### src/rtl/core/tcw_pkg.sv
// Shared constants, codes and types of the text console cell writer.
package tcw_pkg;

	localparam int COLS   = 80;
	localparam int ROWS   = 25;
	localparam int CELLS  = COLS * ROWS;
	localparam int CELL_W = $clog2(CELLS);

	localparam logic [7:0] NL_CODE    = 8'h0A;
	localparam logic [7:0] ERR_CODE   = 8'h45;
	localparam logic [7:0] SPACE_CODE = 8'h20;

	localparam logic [1:0] FUNC_PUT   = 2'd0;
	localparam logic [1:0] FUNC_CLEAR = 2'd1;
	localparam logic [1:0] FUNC_READ  = 2'd2;

	localparam logic REG_DEFAULT_ATTR = 1'b0;
	localparam logic REG_ERROR_ATTR   = 1'b1;

	localparam logic [7:0] DEFAULT_ATTR_RST = 8'd15;
	localparam logic [7:0] ERROR_ATTR_RST   = 8'd244;

	typedef enum logic [3:0] {
		S_INIT,
		S_IDLE,
		S_ADDR,
		S_ACT,
		S_RD_WAIT,
		S_CLEAR,
		S_SCR_RD0,
		S_SCR_MV,
		S_SCR_ZERO,
		S_DONE
	} state_t;

	typedef struct packed {
		logic              we;
		logic [CELL_W-1:0] waddr;
		logic [15:0]       wdata;
		logic              re;
		logic [CELL_W-1:0] raddr;
	} ram_req_t;

	typedef struct packed {
		logic [7:0] default_attr;
		logic [7:0] error_attr;
	} cfg_t;

endpackage

### src/rtl/core/tcw_cfg.sv
// APB configuration registers: default and error attributes.
module tcw_cfg (
	input  logic          clk,
	input  logic          arst_n,
	input  logic          psel,
	input  logic          penable,
	input  logic          pwrite,
	input  logic [2:0]    paddr,
	input  logic [31:0]   pwdata,
	output logic [31:0]   prdata,
	output logic          pready,
	output tcw_pkg::cfg_t cfg
);

	logic [7:0] default_attr_q;
	logic [7:0] error_attr_q;
	logic       wr_en;

	assign wr_en  = psel && penable && pwrite;
	assign pready = 1'b1;

	always_ff @(posedge clk or negedge arst_n) begin
		if (!arst_n) begin
			default_attr_q <= tcw_pkg::DEFAULT_ATTR_RST;
			error_attr_q   <= tcw_pkg::ERROR_ATTR_RST;
		end else if (wr_en) begin
			unique case (paddr[2])
				tcw_pkg::REG_DEFAULT_ATTR: default_attr_q <= pwdata[7:0];
				tcw_pkg::REG_ERROR_ATTR:   error_attr_q   <= pwdata[7:0];
				default: ;
			endcase
		end
	end

	always_comb begin
		unique case (paddr[2])
			tcw_pkg::REG_DEFAULT_ATTR: prdata = {24'd0, default_attr_q};
			tcw_pkg::REG_ERROR_ATTR:   prdata = {24'd0, error_attr_q};
			default:                   prdata = 32'd0;
		endcase
	end

	assign cfg.default_attr = default_attr_q;
	assign cfg.error_attr   = error_attr_q;

endmodule

### config.mk
export PLATFORM = sky130hd
export DESIGN_NAME = tcw_cfg
export DESIGN_NICKNAME = d
export VERILOG_FILES = /design/src/rtl/core/tcw_pkg.sv /design/src/rtl/core/tcw_cfg.sv
export SDC_FILE = /design/constraint.sdc
export NUM_CORES = 1
export LEC_CHECK = 0
export ABC_AREA = 1
export BUFFER_PORTS_ARGS = -buffer_cell sky130_fd_sc_hd__clkbuf_2
export CAP_MARGIN = 25
export CORE_ASPECT_RATIO = 1.4
export CORE_MARGIN = 2
export CORE_UTILIZATION = 39
export DETAILED_ROUTE_END_ITERATION = 16
export PLACE_DENSITY_LB_ADDON = 0.25
export SYNTH_ARGS = -nofsm -noshare
export SYNTH_HDL_FRONTEND = slang
export SYNTH_SLANG_ARGS = --single-unit
### constraint.sdc
create_clock -name clk -period 1.95 [get_ports clk]
set_clock_uncertainty 0.2 [all_clocks]
set_input_delay 0.195 -clock clk [delete_from_list [all_inputs] [get_ports clk]]
set_output_delay 0.195 -clock clk [all_outputs]
set_load 0.03 [all_outputs]
# [Yosys cells after proc, flatten, opt, wreduce, memory -nomap -nowiden]
# Index checks and enable logic that the tools add are counted.
[totals] ff_bits=16 input_bits=40
[classes] muxes=1 n_bitwise=1 n_reduce_logical=4
[op_table] cell="$pmux 32 s2" count=1
[op_table] cell="$reduce_and 2->1" count=2
[op_table] cell="$logic_and 1x1->1" count=2
[op_table] cell="$not 1->1" count=1

# [Depth between registers and ports, before layout]
[depth] depth_word=3 ltp_mapped=5 depth_no_buf=4

# [Least setup slack after synthesis]
# No wires, ideal clock.
[synth_timing] kind="input to output" start="input port paddr[2]" end="output port prdata[4]" t_arrival_ps=915 required_ps=1555 setup_slack_ps=640 stages=5 path_buffers=2 path_cell_list="buf_2 -> inv_2 -> buf_2 -> nand2_1 -> nand2_1"
[synth_via] elab_chain_len=2
[synth_lines] item="start, declared" line="tcw_cfg.sv:8" rtl="input logic [2:0] paddr,"
[synth_lines] item="$not 1->1 (no source line)"
[synth_lines] item="$pmux 32 s2 *" line="tcw_cfg.sv:36" rtl="unique case (paddr[2])"
[synth_lines] item="end, declared" line="tcw_cfg.sv:10" rtl="output logic [31:0] prdata,"
# Mark *: on every way between the ends. The rest lies on a longest branch, timed or not. The select of a mux whose other input is x is not followed.

# [Final worst setup path]
[layout_timing] start="register default_attr_q[3]" end="output port prdata[3]"
[layout_via] elab_chain_len=1
[layout_lines] item="start, declared" line="tcw_cfg.sv:15" rtl="logic [7:0] default_attr_q;"
[layout_lines] item="start signal, assigned" line="tcw_cfg.sv:24" rtl="default_attr_q <= tcw_pkg::DEFAULT_ATTR_RST;"
[layout_lines] item="start signal, assigned" line="tcw_cfg.sv:28" rtl="tcw_pkg::REG_DEFAULT_ATTR: default_attr_q <= pwdata[7:0];"
[layout_lines] item="$pmux 32 s2" line="tcw_cfg.sv:36"
# Every way passes these cells. The select of a mux whose other input is x is not followed.

==> results.py <==
metrics = {
    "grt": {
        "grt-ovfl-total": 0,
        "grtUsageTotal_pct": 14.2,
        "grt_pass1_wl_um": 3060,
        "antenna_found_initial": 0,
        "grt_pass1_vias": 674,
        "grt_max_degree": 18,
    },
    "yosys": {
        "synth_warnings": 0,
        "synth_commonest_cells": "nand2_1, buf_4, nand3_1, dfstp_2, dfrtp_1",
        "yosys.cell_count.top_type": "nand2_1",
        "synth-seq-cells": 16,
        "ys.flop_type": "dfstp_2",
        "synth_top_area_share_pct": 24.6,
        "async_reset_ff_share_pct": 100,
        "syn_avg_cell_area_um2": 7.69,
        "syn-cell-area_um2": 961,
        "synthTopCellsByArea": "dfstp_2, nand2_1, buf_4",
        "synth-seq-area-share_pct": 42.8,
        "synth_edf_count": 0,
        "yosys.area.top_type": "dfstp_2",
        "syn_inst": 125,
        "yosysUniqueCellTypes": 11,
    },
    "clock_network": {
        "cts_made_buffers": 3,
        "tritoncts": "yes",
        "cts_num_sinks": 16,
        "cts.clk_slew.worst_paths_ns": 0.09,
        "cts_resized": 0,
        "cts_root_buf": "clkbuf_4",
        "clockBufferDepth": 2,
        "h-tree-depth": 1,
        "clk_latency_ns": 0.28,
    },
    "sta": {
        "setup_viol_count_final": 0,
        "fin_ws_ns": 0.404,
        "period_minus_slack_ns": 1.55,
        "finalHoldViolations": 0,
        "slew_violations": 0,
        "max_clock_freq_mhz": 647,
        "timing.final.crit_share_pct": 79.3,
        "fin_tns_setup_ns": 0,
        "grt_setup_unrepaired": "no",
        "fin_hold_ws_ns": 0.0437,
    },
    "floorplan": {
        "core-area_um2": 2360,
        "boundaryPins": 89,
        "die_area_um2": 2880,
        "dieWidth_um": 46.0,
        "fp.dieH_um": 62.7,
        "start_util_pct": 40.6,
        "rows": 21,
    },
    "final_layout": {
        "area_delta_synth_final_pct": 22.3,
        "nets": 211,
        "diodes": 0,
        "drive_gt1_share_pct": 31.8,
        "postLayoutCoreUtil_pct": 49.7,
        "fillers": 254,
    },
    "placement": {
        "hpwl_um": 1430,
        "gp_congestion": 0.705,
        "pre_cts_ws_ns": 0.481,
        "place.port_buffers": 37,
    },
    "route": {
        "wl_um": 1900,
        "drcViolationCount": 0,
        "drt-initial-drc-count": 16,
        "wl_per_cell_um": 9.86,
        "firstDrtPassIters": 4,
        "final_antenna_net_count": 0,
        "vias": 869,
        "vias_per_cell": 4.50,
    },
    "hold_path": {
        "min_to": "error_attr_q[2]$_DFFE_PN1P_",
        "holdCritStartpoint": "paddr[2]",
        "min_path_cells": 3,
        "hold_path.class": "in2reg",
    },
    "worst_setup_path": {
        "timing.reg2reg.worst_path_depth": 2,
        "cp_slowest_cell": "dfstp_2",
        "r2r_slack_ns": 1.02,
        "r2r-start": "error_attr_q[6]$_DFFE_PN1P_",
        "reg2reg_to": "error_attr_q[6]$_DFFE_PN1P_",
        "critPathKind": "reg2out",
        "start_kind": "flop",
        "cp.arrival_ns": 1.15,
        "crit_chain": "nand2_1 -> nand2_1 -> clkbuf_2",
        "required_ns": 1.55,
        "cp-end-kind": "output pin",
        "cpPeakStageDelay_ns": 0.55,
        "crit_top_cell": "nand2_1",
        "crit_fanout": 3,
    },
    "outcome": {
        "status": "finished, final reports clean",
    },
    "power_and_ir_drop": {
        "p_per_area_nw_per_um2": 962,
        "p_leak_nw": 0.699,
        "peakVddDrop_mv": 0.475,
    },
    "flow_run": {
        "max_cap_viol_count": 0,
    },
}
-- logic make-up after synthesis --
kind of cell | synth area share (%)
buffers and inverters | 22.7
DFF | 42.8
other | 0.782
and+or+nand+nor | 33.7
-- flip-flops by register name (all words and copies together) (netlist names) --
register        cells
error_attr_q        8
default_attr_q      8
-- placed cells by master, fill, tap and decap left out --
cell / instances
nand2_1: 57
clkbuf_2: 37
conb_1: 25
nand3_1: 16
dfstp_2: 9
dlygate4sd3_1: 9
dfrtp_1: 7
clkbuf_4: 3
inv_2: 2
nand4_2: 1
nor2_4: 1
nand4_1: 1
clkbuf_1: 1
buf_4: 1
-- through the flow --
stage / power [W] / instances / instance area [um2]
floorplan: 0.000859 / 148 / 1050
global placement: 0.000945 / 180 / 1060
detailed placement: 0.000952 / 180 / 1060
CTS: 0.00114 / 193 / 1170
global route: 0.00120 / 193 / 1170
finish: 0.00113 / 193 / 1170
-- where the power goes --
group	switching (W)	total, W	internal (W)
Clock	0.0000947	0.000174	0.0000792
Combinational	0.000365	0.000487	0.000122
Sequential	0.0000486	0.000469	0.000420
Total	0.000508	0.00113	0.000622
-- routing by layer --
metal | global-route usage [%] | part of all wire (%)
met5 | 0 | 0
met4 | 6.43 | 0.84
met3 | 1.73 | 6.9
met2 | 20.0 | 48
met1 | 21.2 | 44
-- how the worst max path moves through the flow --
stage	start	to	slack, ns	cells past startpoint
after floorplan	paddr[2]	prdata[4]	0.64	5
after global routing	default_attr_q[1]$_DFFE_PN1P_	prdata[1]	0.35	3
after global placement	paddr[2]	default_attr_q[4]$_DFFE_PN0P_	0.50	5
final	default_attr_q[3]$_DFFE_PN1P_	prdata[3]	0.40	3
after CTS	default_attr_q[3]$_DFFE_PN1P_	prdata[3]	0.39	3
after detailed placement	paddr[2]	default_attr_q[6]$_DFFE_PN0P_	0.48	5
-- worst max-delay path, delay by kind of cell (launching register included) --
family	cells	cell delay (ns)
flops	1	0.55
buf+inv	1	0.19
simple gates	2	0.13
-- timing repair --
item                                    in CTS  in global routing
buffers inserted                             0                  0
hold buffers                                 9                  0
endpoints found under the setup margin       0                  0
endpoints found under the hold margin       32                  0
-- layout make-up --
type,instances,area [um2],area share (%)
Clock buffer,4,26.3,2.24
Inverter,2,7.51,0.639
Multi-Input combinational cell,101,418,35.6
Sequential cell,16,412,35.0
Tap cell,23,28.8,2.45
Timing Repair Buffer,47,283,24.1
Power figures use the tool's default switching activity.
