$ cat config.mk
export PLATFORM = sky130hd
export DESIGN_NAME = tcw_seq
export DESIGN_NICKNAME = d
export VERILOG_FILES = /design/src/rtl/core/tcw_pkg.sv /design/src/rtl/core/tcw_seq.sv
export SDC_FILE = /design/constraint.sdc
export NUM_CORES = 1
export LEC_CHECK = 0
export BUFFER_PORTS_ARGS = -buffer_cell sky130_fd_sc_hd__buf_2
export CAP_MARGIN = 40
export CORE_MARGIN = 2
export CORE_UTILIZATION = 57
export DETAILED_ROUTE_END_ITERATION = 8
export GPL_ROUTABILITY_DRIVEN = 0
export PLACE_DENSITY = 0.95
export RECOVER_POWER = 100
export SLEW_MARGIN = 20
export SYNTH_ARGS = -nofsm -noshare
export SYNTH_HDL_FRONTEND = slang
export SYNTH_SLANG_ARGS = --single-unit
export TNS_END_PERCENT = 100
$ cat constraint.sdc
create_clock -name clk -period 9.8 [get_ports clk]
set_input_delay 0.98 -clock clk [delete_from_list [all_inputs] [get_ports clk]]
set_output_delay 0.98 -clock clk [all_outputs]
set_load 0.02 [all_outputs]
$ cat src/rtl/core/tcw_pkg.sv
// Shared constants, codes and types of the text console cell writer.
package tcw_pkg;

	localparam int COLS   = 80;
	localparam int ROWS   = 25;
	localparam int CELLS  = COLS * ROWS;
	localparam int CELL_W = $clog2(CELLS);

	localparam logic [7:0] NL_CODE    = 8'h0A;
	localparam logic [7:0] ERR_CODE   = 8'h45;
	localparam logic [7:0] SPACE_CODE = 8'h20;

	localparam logic [1:0] FUNC_PUT   = 2'd0;
	localparam logic [1:0] FUNC_CLEAR = 2'd1;
	localparam logic [1:0] FUNC_READ  = 2'd2;

	localparam logic REG_DEFAULT_ATTR = 1'b0;
	localparam logic REG_ERROR_ATTR   = 1'b1;

	localparam logic [7:0] DEFAULT_ATTR_RST = 8'd15;
	localparam logic [7:0] ERROR_ATTR_RST   = 8'd244;

	typedef enum logic [3:0] {
		S_INIT,
		S_IDLE,
		S_ADDR,
		S_ACT,
		S_RD_WAIT,
		S_CLEAR,
		S_SCR_RD0,
		S_SCR_MV,
		S_SCR_ZERO,
		S_DONE
	} state_t;

	typedef struct packed {
		logic              we;
		logic [CELL_W-1:0] waddr;
		logic [15:0]       wdata;
		logic              re;
		logic [CELL_W-1:0] raddr;
	} ram_req_t;

	typedef struct packed {
		logic [7:0] default_attr;
		logic [7:0] error_attr;
	} cfg_t;

endpackage

$ cat src/rtl/core/tcw_seq.sv
// Sequencer: cursor, address unit, sweep counter and store accesses.
module tcw_seq (
	input  logic              clk,
	input  logic              arst_n,
	input  logic              start,
	input  logic [1:0]        func,
	input  logic [7:0]        char_code,
	input  logic [7:0]        attribute,
	input  logic              use_cursor,
	input  logic [6:0]        column,
	input  logic [4:0]        row_index,
	input  tcw_pkg::cfg_t     cfg,
	input  logic [15:0]       rdata,
	output logic              busy,
	output logic              done,
	output logic [6:0]        cursor_column,
	output logic [4:0]        cursor_row,
	output logic              error,
	output logic              scrolled,
	output logic [7:0]        cell_char,
	output logic [7:0]        cell_attribute,
	output tcw_pkg::ram_req_t ram
);

	localparam int CW = tcw_pkg::CELL_W;

	tcw_pkg::state_t state_q, state_d;

	logic [1:0]    func_q;
	logic [7:0]    ch_q;
	logic [7:0]    at_q;
	logic          usec_q;
	logic [6:0]    col_q;
	logic [4:0]    row_q;
	logic [6:0]    cur_col_q;
	logic [4:0]    cur_row_q;
	logic [CW-1:0] addr_q;
	logic          bad_q;
	logic [CW-1:0] sweep_q;
	logic          err_q;
	logic          scr_q;
	logic [7:0]    rch_q;
	logic [7:0]    rat_q;

	logic          at_cur;
	logic [6:0]    tcol;
	logic [4:0]    trow;
	logic [CW-1:0] addr_d;
	logic          bad_d;
	logic          is_put;
	logic          is_nl;
	logic          last_col;
	logic          last_row;
	logic          scroll_d;
	logic          sweep_last;
	logic          mv_last;

	assign at_cur = (func_q == tcw_pkg::FUNC_PUT) && usec_q;
	assign tcol   = at_cur ? cur_col_q : col_q;
	assign trow   = at_cur ? cur_row_q : row_q;
	assign addr_d = CW'(trow) * CW'(tcw_pkg::COLS) + CW'(tcol);
	assign bad_d  = !at_cur && ((8'(col_q) >= 8'(tcw_pkg::COLS)) ||
		(6'(row_q) >= 6'(tcw_pkg::ROWS)));

	assign is_put     = (func_q == tcw_pkg::FUNC_PUT);
	assign is_nl      = (ch_q == tcw_pkg::NL_CODE);
	assign last_col   = (8'(col_q) == 8'(tcw_pkg::COLS - 1));
	assign last_row   = (6'(row_q) == 6'(tcw_pkg::ROWS - 1));
	assign scroll_d   = is_put && !bad_q && last_row && (is_nl || last_col);
	assign sweep_last = (sweep_q == CW'(tcw_pkg::CELLS - 1));
	assign mv_last    = (sweep_q == CW'(tcw_pkg::CELLS - tcw_pkg::COLS - 1));

	always_comb begin
		state_d = state_q;
		unique case (state_q)
			tcw_pkg::S_INIT: begin
				if (sweep_last) begin
					state_d = tcw_pkg::S_IDLE;
				end
			end
			tcw_pkg::S_IDLE: begin
				if (start) begin
					state_d = tcw_pkg::S_ADDR;
				end
			end
			tcw_pkg::S_ADDR: state_d = tcw_pkg::S_ACT;
			tcw_pkg::S_ACT: begin
				unique case (func_q)
					tcw_pkg::FUNC_PUT:
						state_d = scroll_d ? tcw_pkg::S_SCR_RD0 : tcw_pkg::S_DONE;
					tcw_pkg::FUNC_CLEAR: state_d = tcw_pkg::S_CLEAR;
					tcw_pkg::FUNC_READ:
						state_d = bad_q ? tcw_pkg::S_DONE : tcw_pkg::S_RD_WAIT;
					default: state_d = tcw_pkg::S_DONE;
				endcase
			end
			tcw_pkg::S_RD_WAIT: state_d = tcw_pkg::S_DONE;
			tcw_pkg::S_CLEAR: begin
				if (sweep_last) begin
					state_d = tcw_pkg::S_DONE;
				end
			end
			tcw_pkg::S_SCR_RD0: state_d = tcw_pkg::S_SCR_MV;
			tcw_pkg::S_SCR_MV: begin
				if (mv_last) begin
					state_d = tcw_pkg::S_SCR_ZERO;
				end
			end
			tcw_pkg::S_SCR_ZERO: begin
				if (sweep_last) begin
					state_d = tcw_pkg::S_DONE;
				end
			end
			tcw_pkg::S_DONE: state_d = tcw_pkg::S_IDLE;
			default: state_d = tcw_pkg::S_IDLE;
		endcase
	end

	always_comb begin
		ram.we    = 1'b0;
		ram.waddr = sweep_q;
		ram.wdata = 16'd0;
		ram.re    = 1'b0;
		ram.raddr = addr_q;
		unique case (state_q)
			tcw_pkg::S_INIT: ram.we = 1'b1;
			tcw_pkg::S_ACT: begin
				if (is_put && bad_q) begin
					ram.we    = 1'b1;
					ram.waddr = CW'(tcw_pkg::CELLS - 1);
					ram.wdata = {cfg.error_attr, tcw_pkg::ERR_CODE};
				end else if (is_put && !is_nl) begin
					ram.we    = 1'b1;
					ram.waddr = addr_q;
					ram.wdata = {(at_q == 8'd0) ? cfg.default_attr : at_q, ch_q};
				end else if ((func_q == tcw_pkg::FUNC_READ) && !bad_q) begin
					ram.re = 1'b1;
				end
			end
			tcw_pkg::S_CLEAR: begin
				ram.we    = 1'b1;
				ram.wdata = {cfg.default_attr, tcw_pkg::SPACE_CODE};
			end
			tcw_pkg::S_SCR_RD0: begin
				ram.re    = 1'b1;
				ram.raddr = CW'(tcw_pkg::COLS);
			end
			tcw_pkg::S_SCR_MV: begin
				ram.we    = 1'b1;
				ram.wdata = rdata;
				ram.re    = !mv_last;
				ram.raddr = sweep_q + CW'(tcw_pkg::COLS + 1);
			end
			tcw_pkg::S_SCR_ZERO: ram.we = 1'b1;
			default: ;
		endcase
	end

	always_ff @(posedge clk or negedge arst_n) begin
		if (!arst_n) begin
			state_q   <= tcw_pkg::S_INIT;
			sweep_q   <= '0;
			cur_col_q <= '0;
			cur_row_q <= '0;
		end else begin
			state_q <= state_d;
			unique case (state_q)
				tcw_pkg::S_INIT, tcw_pkg::S_CLEAR, tcw_pkg::S_SCR_MV,
				tcw_pkg::S_SCR_ZERO: sweep_q <= sweep_q + CW'(1);
				tcw_pkg::S_ACT: begin
					sweep_q <= '0;
					if (func_q == tcw_pkg::FUNC_CLEAR) begin
						cur_col_q <= '0;
						cur_row_q <= '0;
					end else if (is_put && !bad_q) begin
						if (is_nl || last_col) begin
							cur_col_q <= '0;
							cur_row_q <= last_row ? row_q : row_q + 5'd1;
						end else begin
							cur_col_q <= col_q + 7'd1;
							cur_row_q <= row_q;
						end
					end
				end
				default: ;
			endcase
		end
	end

	always_ff @(posedge clk) begin
		unique case (state_q)
			tcw_pkg::S_IDLE: begin
				if (start) begin
					func_q <= func;
					ch_q   <= char_code;
					at_q   <= attribute;
					usec_q <= use_cursor;
					col_q  <= column;
					row_q  <= row_index;
					err_q  <= 1'b0;
					scr_q  <= 1'b0;
					rch_q  <= 8'd0;
					rat_q  <= 8'd0;
				end
			end
			tcw_pkg::S_ADDR: begin
				addr_q <= addr_d;
				bad_q  <= bad_d;
				col_q  <= tcol;
				row_q  <= trow;
			end
			tcw_pkg::S_ACT: begin
				err_q <= bad_q && (is_put || (func_q == tcw_pkg::FUNC_READ));
				scr_q <= scroll_d;
			end
			tcw_pkg::S_RD_WAIT: begin
				rch_q <= rdata[7:0];
				rat_q <= rdata[15:8];
			end
			default: ;
		endcase
	end

	assign busy           = (state_q != tcw_pkg::S_IDLE);
	assign done           = (state_q == tcw_pkg::S_DONE);
	assign cursor_column  = cur_col_q;
	assign cursor_row     = cur_row_q;
	assign error          = err_q;
	assign scrolled       = scr_q;
	assign cell_char      = rch_q;
	assign cell_attribute = rat_q;

	a_done_then_idle: assert property (@(posedge clk) disable iff (!arst_n)
		done |=> !busy)
		else $error("block still busy after a result");

	a_accept_then_busy: assert property (@(posedge clk) disable iff (!arst_n)
		(start && !busy) |=> busy)
		else $error("transaction accepted but block not busy");

	a_cursor_range: assert property (@(posedge clk) disable iff (!arst_n)
		(8'(cur_col_q) < 8'(tcw_pkg::COLS)) && (6'(cur_row_q) < 6'(tcw_pkg::ROWS)))
		else $error("cursor outside the screen");

	a_scroll_cursor: assert property (@(posedge clk) disable iff (!arst_n)
		(done && scrolled) |-> ((cur_col_q == 7'd0) &&
		(6'(cur_row_q) == 6'(tcw_pkg::ROWS - 1))))
		else $error("cursor not at start of last row after scroll");

	a_write_range: assert property (@(posedge clk) disable iff (!arst_n)
		ram.we |-> ((CW + 1)'(ram.waddr) < (CW + 1)'(tcw_pkg::CELLS)))
		else $error("store write beyond last cell");

endmodule

* Word level (Yosys, flattened, before mapping)
Index checks and enable logic that the tools add are counted.
** Word-level totals
- Register bits :: 88
- Input bits :: 66
- Output and inout bits :: 72
- Logic and storage cells :: 116
** Operators by class
- Add/sub/neg operators :: 5
- Multiply operators :: 1
- Magnitude comparators :: 2
- Eq/ne operators :: 21
- Multiplexer cells :: 39
- Reduce and logical (&&, ||, !) cells :: 32
** Operators with widths (number)
- $mux 28 :: 2
- $pmux 16 s3 :: 1
- $pmux 11 s2 :: 2
- $mux 7 :: 5
- $pmux 4 s8 :: 1
- $pmux 8 s2 :: 2
- $mux 5 :: 6
- $mux 4 :: 6
- $eq 11x11->1 const B :: 2
- $eq 4x3->1 const B :: 4
- $mux 8 :: 2
- $pmux 7 s2 :: 1
- $pmux 4 s3 :: 1
- $add 11x1->11 const B :: 1
- $add 11x7->11 :: 1
- $add 11x7->11 const B :: 1
- $mux 11 :: 1
- $pmux 5 s2 :: 1
- $reduce_and 2->1 :: 5
- $reduce_bool 2->1 :: 5
- $logic_and 1x1->1 :: 9
- $eq 4x2->1 const B :: 2
- $eq 4x4->1 const B :: 2
- $eq 8x4->1 const B :: 1
- other kinds (24) :: 36

* Logic depth before layout (Yosys ltp)
- Depth in word-level cells :: 7
- Depth in mapped cells :: 15
- Gate-level depth less buffers :: 12

* Worst setup path after synthesis
Ideal clock, no wire load.
- Path type :: register to register
- From :: reg func_q[0]
- To :: reg addr_q[10], data pin
- Arrival time :: 3032 ps
- Slack :: 6504 ps
- Stages on the path, launching flop included :: 16
- Buffers on the path :: 3
- Cells stage by stage :: edfxtp_1 buf_2 nor2_1 and2_1 buf_2 buf_2 nor2_1 a21oi_1 inv_1 ha_1 ha_1 fa_1 xor2_1 o2111ai_1 xor2_1 xnor2_1
** Between the ends
- Cells in the longest elaborated chain, start to end :: 5
- Elaborated cells between the ends (all ways) :: 6
- Those cells by class :: add/sub (1); mul (1); mux (2); reduce/logical (2)
** Ends and longest elaborated chain
- from (decl) :: line tcw_seq.sv:29 : logic [1:0] func_q;
- from (signal assigned) :: line tcw_seq.sv:194 : func_q <= func;
- $logic_not 2->1 * :: line tcw_seq.sv:58 : assign at_cur = (func_q == tcw_pkg::FUNC_PUT) && usec_q;
- $logic_and 1x1->1 * :: line tcw_seq.sv:58
- $mux 5 :: line tcw_seq.sv:60 : assign trow = at_cur ? cur_row_q : row_q;
- $mul 5x3->7 :: line tcw_seq.sv:61 : assign addr_d = CW'(trow) * CW'(tcw_pkg::COLS) + CW'(tcol);
- $add 11x7->11 * :: line tcw_seq.sv:61
- named net addr_d[10] :: line tcw_seq.sv:48 : logic [CW-1:0] addr_d;
- to (signal assigned) :: line tcw_seq.sv:207 : addr_q <= addr_d;
- to (decl) :: line tcw_seq.sv:37 : logic [CW-1:0] addr_q;
Mark *: on every way through the listed nets, which the timed path passes. The rest lies on a longest branch.
A chain may end at the register's enable or synchronous reset.

==> results_dict.tcl <==
set metrics [dict create \
    hold_viol_final 0 \
    die_area_um2 9680 \
    end_kind "primary output" \
    grt_pass1_vias 4427 \
    async_reset_ff_share_pct 30.7 \
    dr.pass1.iters 6 \
    outcome "finished with violations" \
    ys_ff_latch 88 \
    drc_errors 0 \
    cts_made_buffers 9 \
    synthToLayoutAreaGrowth_pct 13.6 \
    start_kind "flop" \
    final_common_cell "clkbuf_1" \
    hp-class "reg -> reg" \
    synth_seq_area_share_pct 49.4 \
    cts_setup_buffers 0 \
    clk_latency_ns 0.38 \
    avgSynthCellArea_um2 10.6 \
    synth_edf_count 61 \
    yosys_warnings 0 \
    timing.fmax_mhz 178 \
    mostFrequentLayoutCells "clkbuf_1 (75), buf_2 (65), edfxtp_1 (61)" \
    grtUsageTotal_pct 29.2 \
    antenna_found_initial 0 \
    htree_levels 3 \
    finClkSkew_ns 0.0167 \
    dp_hpwl_mm 10.3 \
    hold_slack_ns 0.546 \
    nets 681 \
    syn_nets 560 \
    syn_area_um2 5080 \
    path_max_fanout 18 \
    slew-limit-headroom_pct -91.8 \
    total_power_mw 1.54 \
    die_y_um 98.4 \
    violations "max-capacitance violations, max-slew violations" \
    crit_type "reg -> out" \
    setup_tns_ns 0 \
    clock_path_buffers 2 \
    tritoncts "built" \
    syn_inst 477 \
    tightest_slew_ns 2.81 \
    fin_crit_ns 5.63 \
    rsz0062_at_grt "false" \
    cts_hold_repair.buffers 0 \
    overflow 0 \
    drv_slew 39 \
    ios 138 \
    ant_nets 0 \
    regArea_um2 2510 \
    cp.arrival_ns 4.65 \
    place_area_um2 5780 \
    drt-vias-per-instance 6.35 \
    diodes 0 \
    clk_pin_slew_worst_paths_ns 0.09 \
    worstPathRequired_ns 8.82 \
    drtIter0Drc 544 \
    drv_cap 2 \
    synth-main-ff-cell "edfxtp_1" \
    start_util_pct 58.5 \
    io_buffer_count 137 \
    post_cts_resized 0 \
    p_per_area_nw_per_um2 268 \
    wirelength_mm 14.1 \
    clock-sinks 88 \
    synth_cell_types 59 \
    multiInputGateArea_um2 2280 \
    ir_worst_vdd_mv 0.173 \
    fin_crit_sh_pct 57.4 \
    die_x_um 98.4 \
    p_leak_nw 2.29 \
    fill_cells 689 \
    cts_root_buf "clkbuf_8" \
    row_count 34 \
    final_area_um2 5770 \
    drive_above_1_share_pct 16.1 \
    num_vias 4517 \
    core_um2 8680 \
    setup_violations 0 \
    routedWlPerCell_um 19.8 \
    grt_first_pass_wirelength_mm 22.1 \
    grt_max_degree 28 \
]
layer usage:
layer	GRT usage, %	routed length (um)	up-vias
li1	-	-	1984
met5	0	0	-
met3	5.23	1480	68
met1	36.8	5090	2100
met4	16.3	707	0
met2	47.8	6780	365
layout make-up:
cell class,count,share of cell area [%]
multi-input combinational,343,39.6
inverter,15,0.976
sequential,88,43.5
timing repair buffer,141,10.7
clock buffer,9,2.15
tap,108,2.34
clock inverter,7,0.824
cells in the mapped netlist (all sizes together), types with 4 or more instances:
library cell	count	area (um2)
a21oi	30	154
a22o	21	184
and2	19	119
and3	4	25.0
buf	17	104
clkbuf	14	52.6
dfrtp	27	676
edfxtp	61	1830
ha	15	188
inv	15	56.3
mux2	15	169
nand2	38	143
nand2b	8	50.1
nand3	10	50.1
nor2	38	143
nor3	12	76.3
nor4	7	65.1
o21ai	37	189
o22a	8	70.1
xnor2	19	166
xor2	12	105
report_power, final:
group          internal, mW  total (mW)  switching, mW
clock                0.0925       0.232          0.139
sequential            0.540       0.641          0.101
combinational         0.234       0.672          0.438
total                 0.866        1.54          0.679
final timing paths:
kind                                   from                to  slack [ns]  cells after the start
max                              state_q[2]           ram[18]        4.17                      5
min                        cursor_column[6]  cursor_column[6]        0.55                      2
max reg2reg                       func_q[1]        addr_q[10]        5.67                     12
min reg2reg                cursor_column[6]  cursor_column[6]        0.55                      2
max in group asynchronous            arst_n        state_q[1]        7.88                      1
min in group asynchronous            arst_n  cursor_column[1]        0.98                      1
critical path: stages (launching register included):
cell	delay, ns
dfrtp_1	0.57
nand4bb_1	0.56
a2111oi_0	2.34
o21ai_0	0.35
nand2_1	0.18
clkbuf_1	0.28
state kept, by name, indices dropped and copies added, names as in the netlist:
signal          flops
ch_q                8
col_q               7
bad_q               1
func_q              2
row_q               5
cursor_column       7
cell_attribute      8
sweep_q            11
cell_char           8
error               1
usec_q              1
addr_q             11
scrolled            1
at_q                8
cursor_row          5
state_q             4
cell families (layout without fill, tap and decap cells):
| group | count (synthesis) | after routing | share of synthesized area [%] |
|---|---|---|---|
| fa+ha+maj | 17 | 17 | 4.48 |
| mux | 18 | 18 | 3.92 |
| simple gates | 156 | 156 | 16.2 |
| flops | 88 | 88 | 49.4 |
| compound gates | 121 | 121 | 16.5 |
| xor+xnor | 31 | 31 | 5.35 |
| buf+inv | 46 | 172 | 4.19 |
per-stage QoR:
step	utilization, %	setup WS (ns)	instances
2_1_floorplan	-	6.50	477
3_3_place_gp	66.4	6.19	693
3_5_place_dp	66.6	5.98	694
4_1_cts	68.6	5.74	710
5_1_grt	66.5	3.96	711
6_report	66.5	4.17	711
Power figures use the tool's default switching activity.
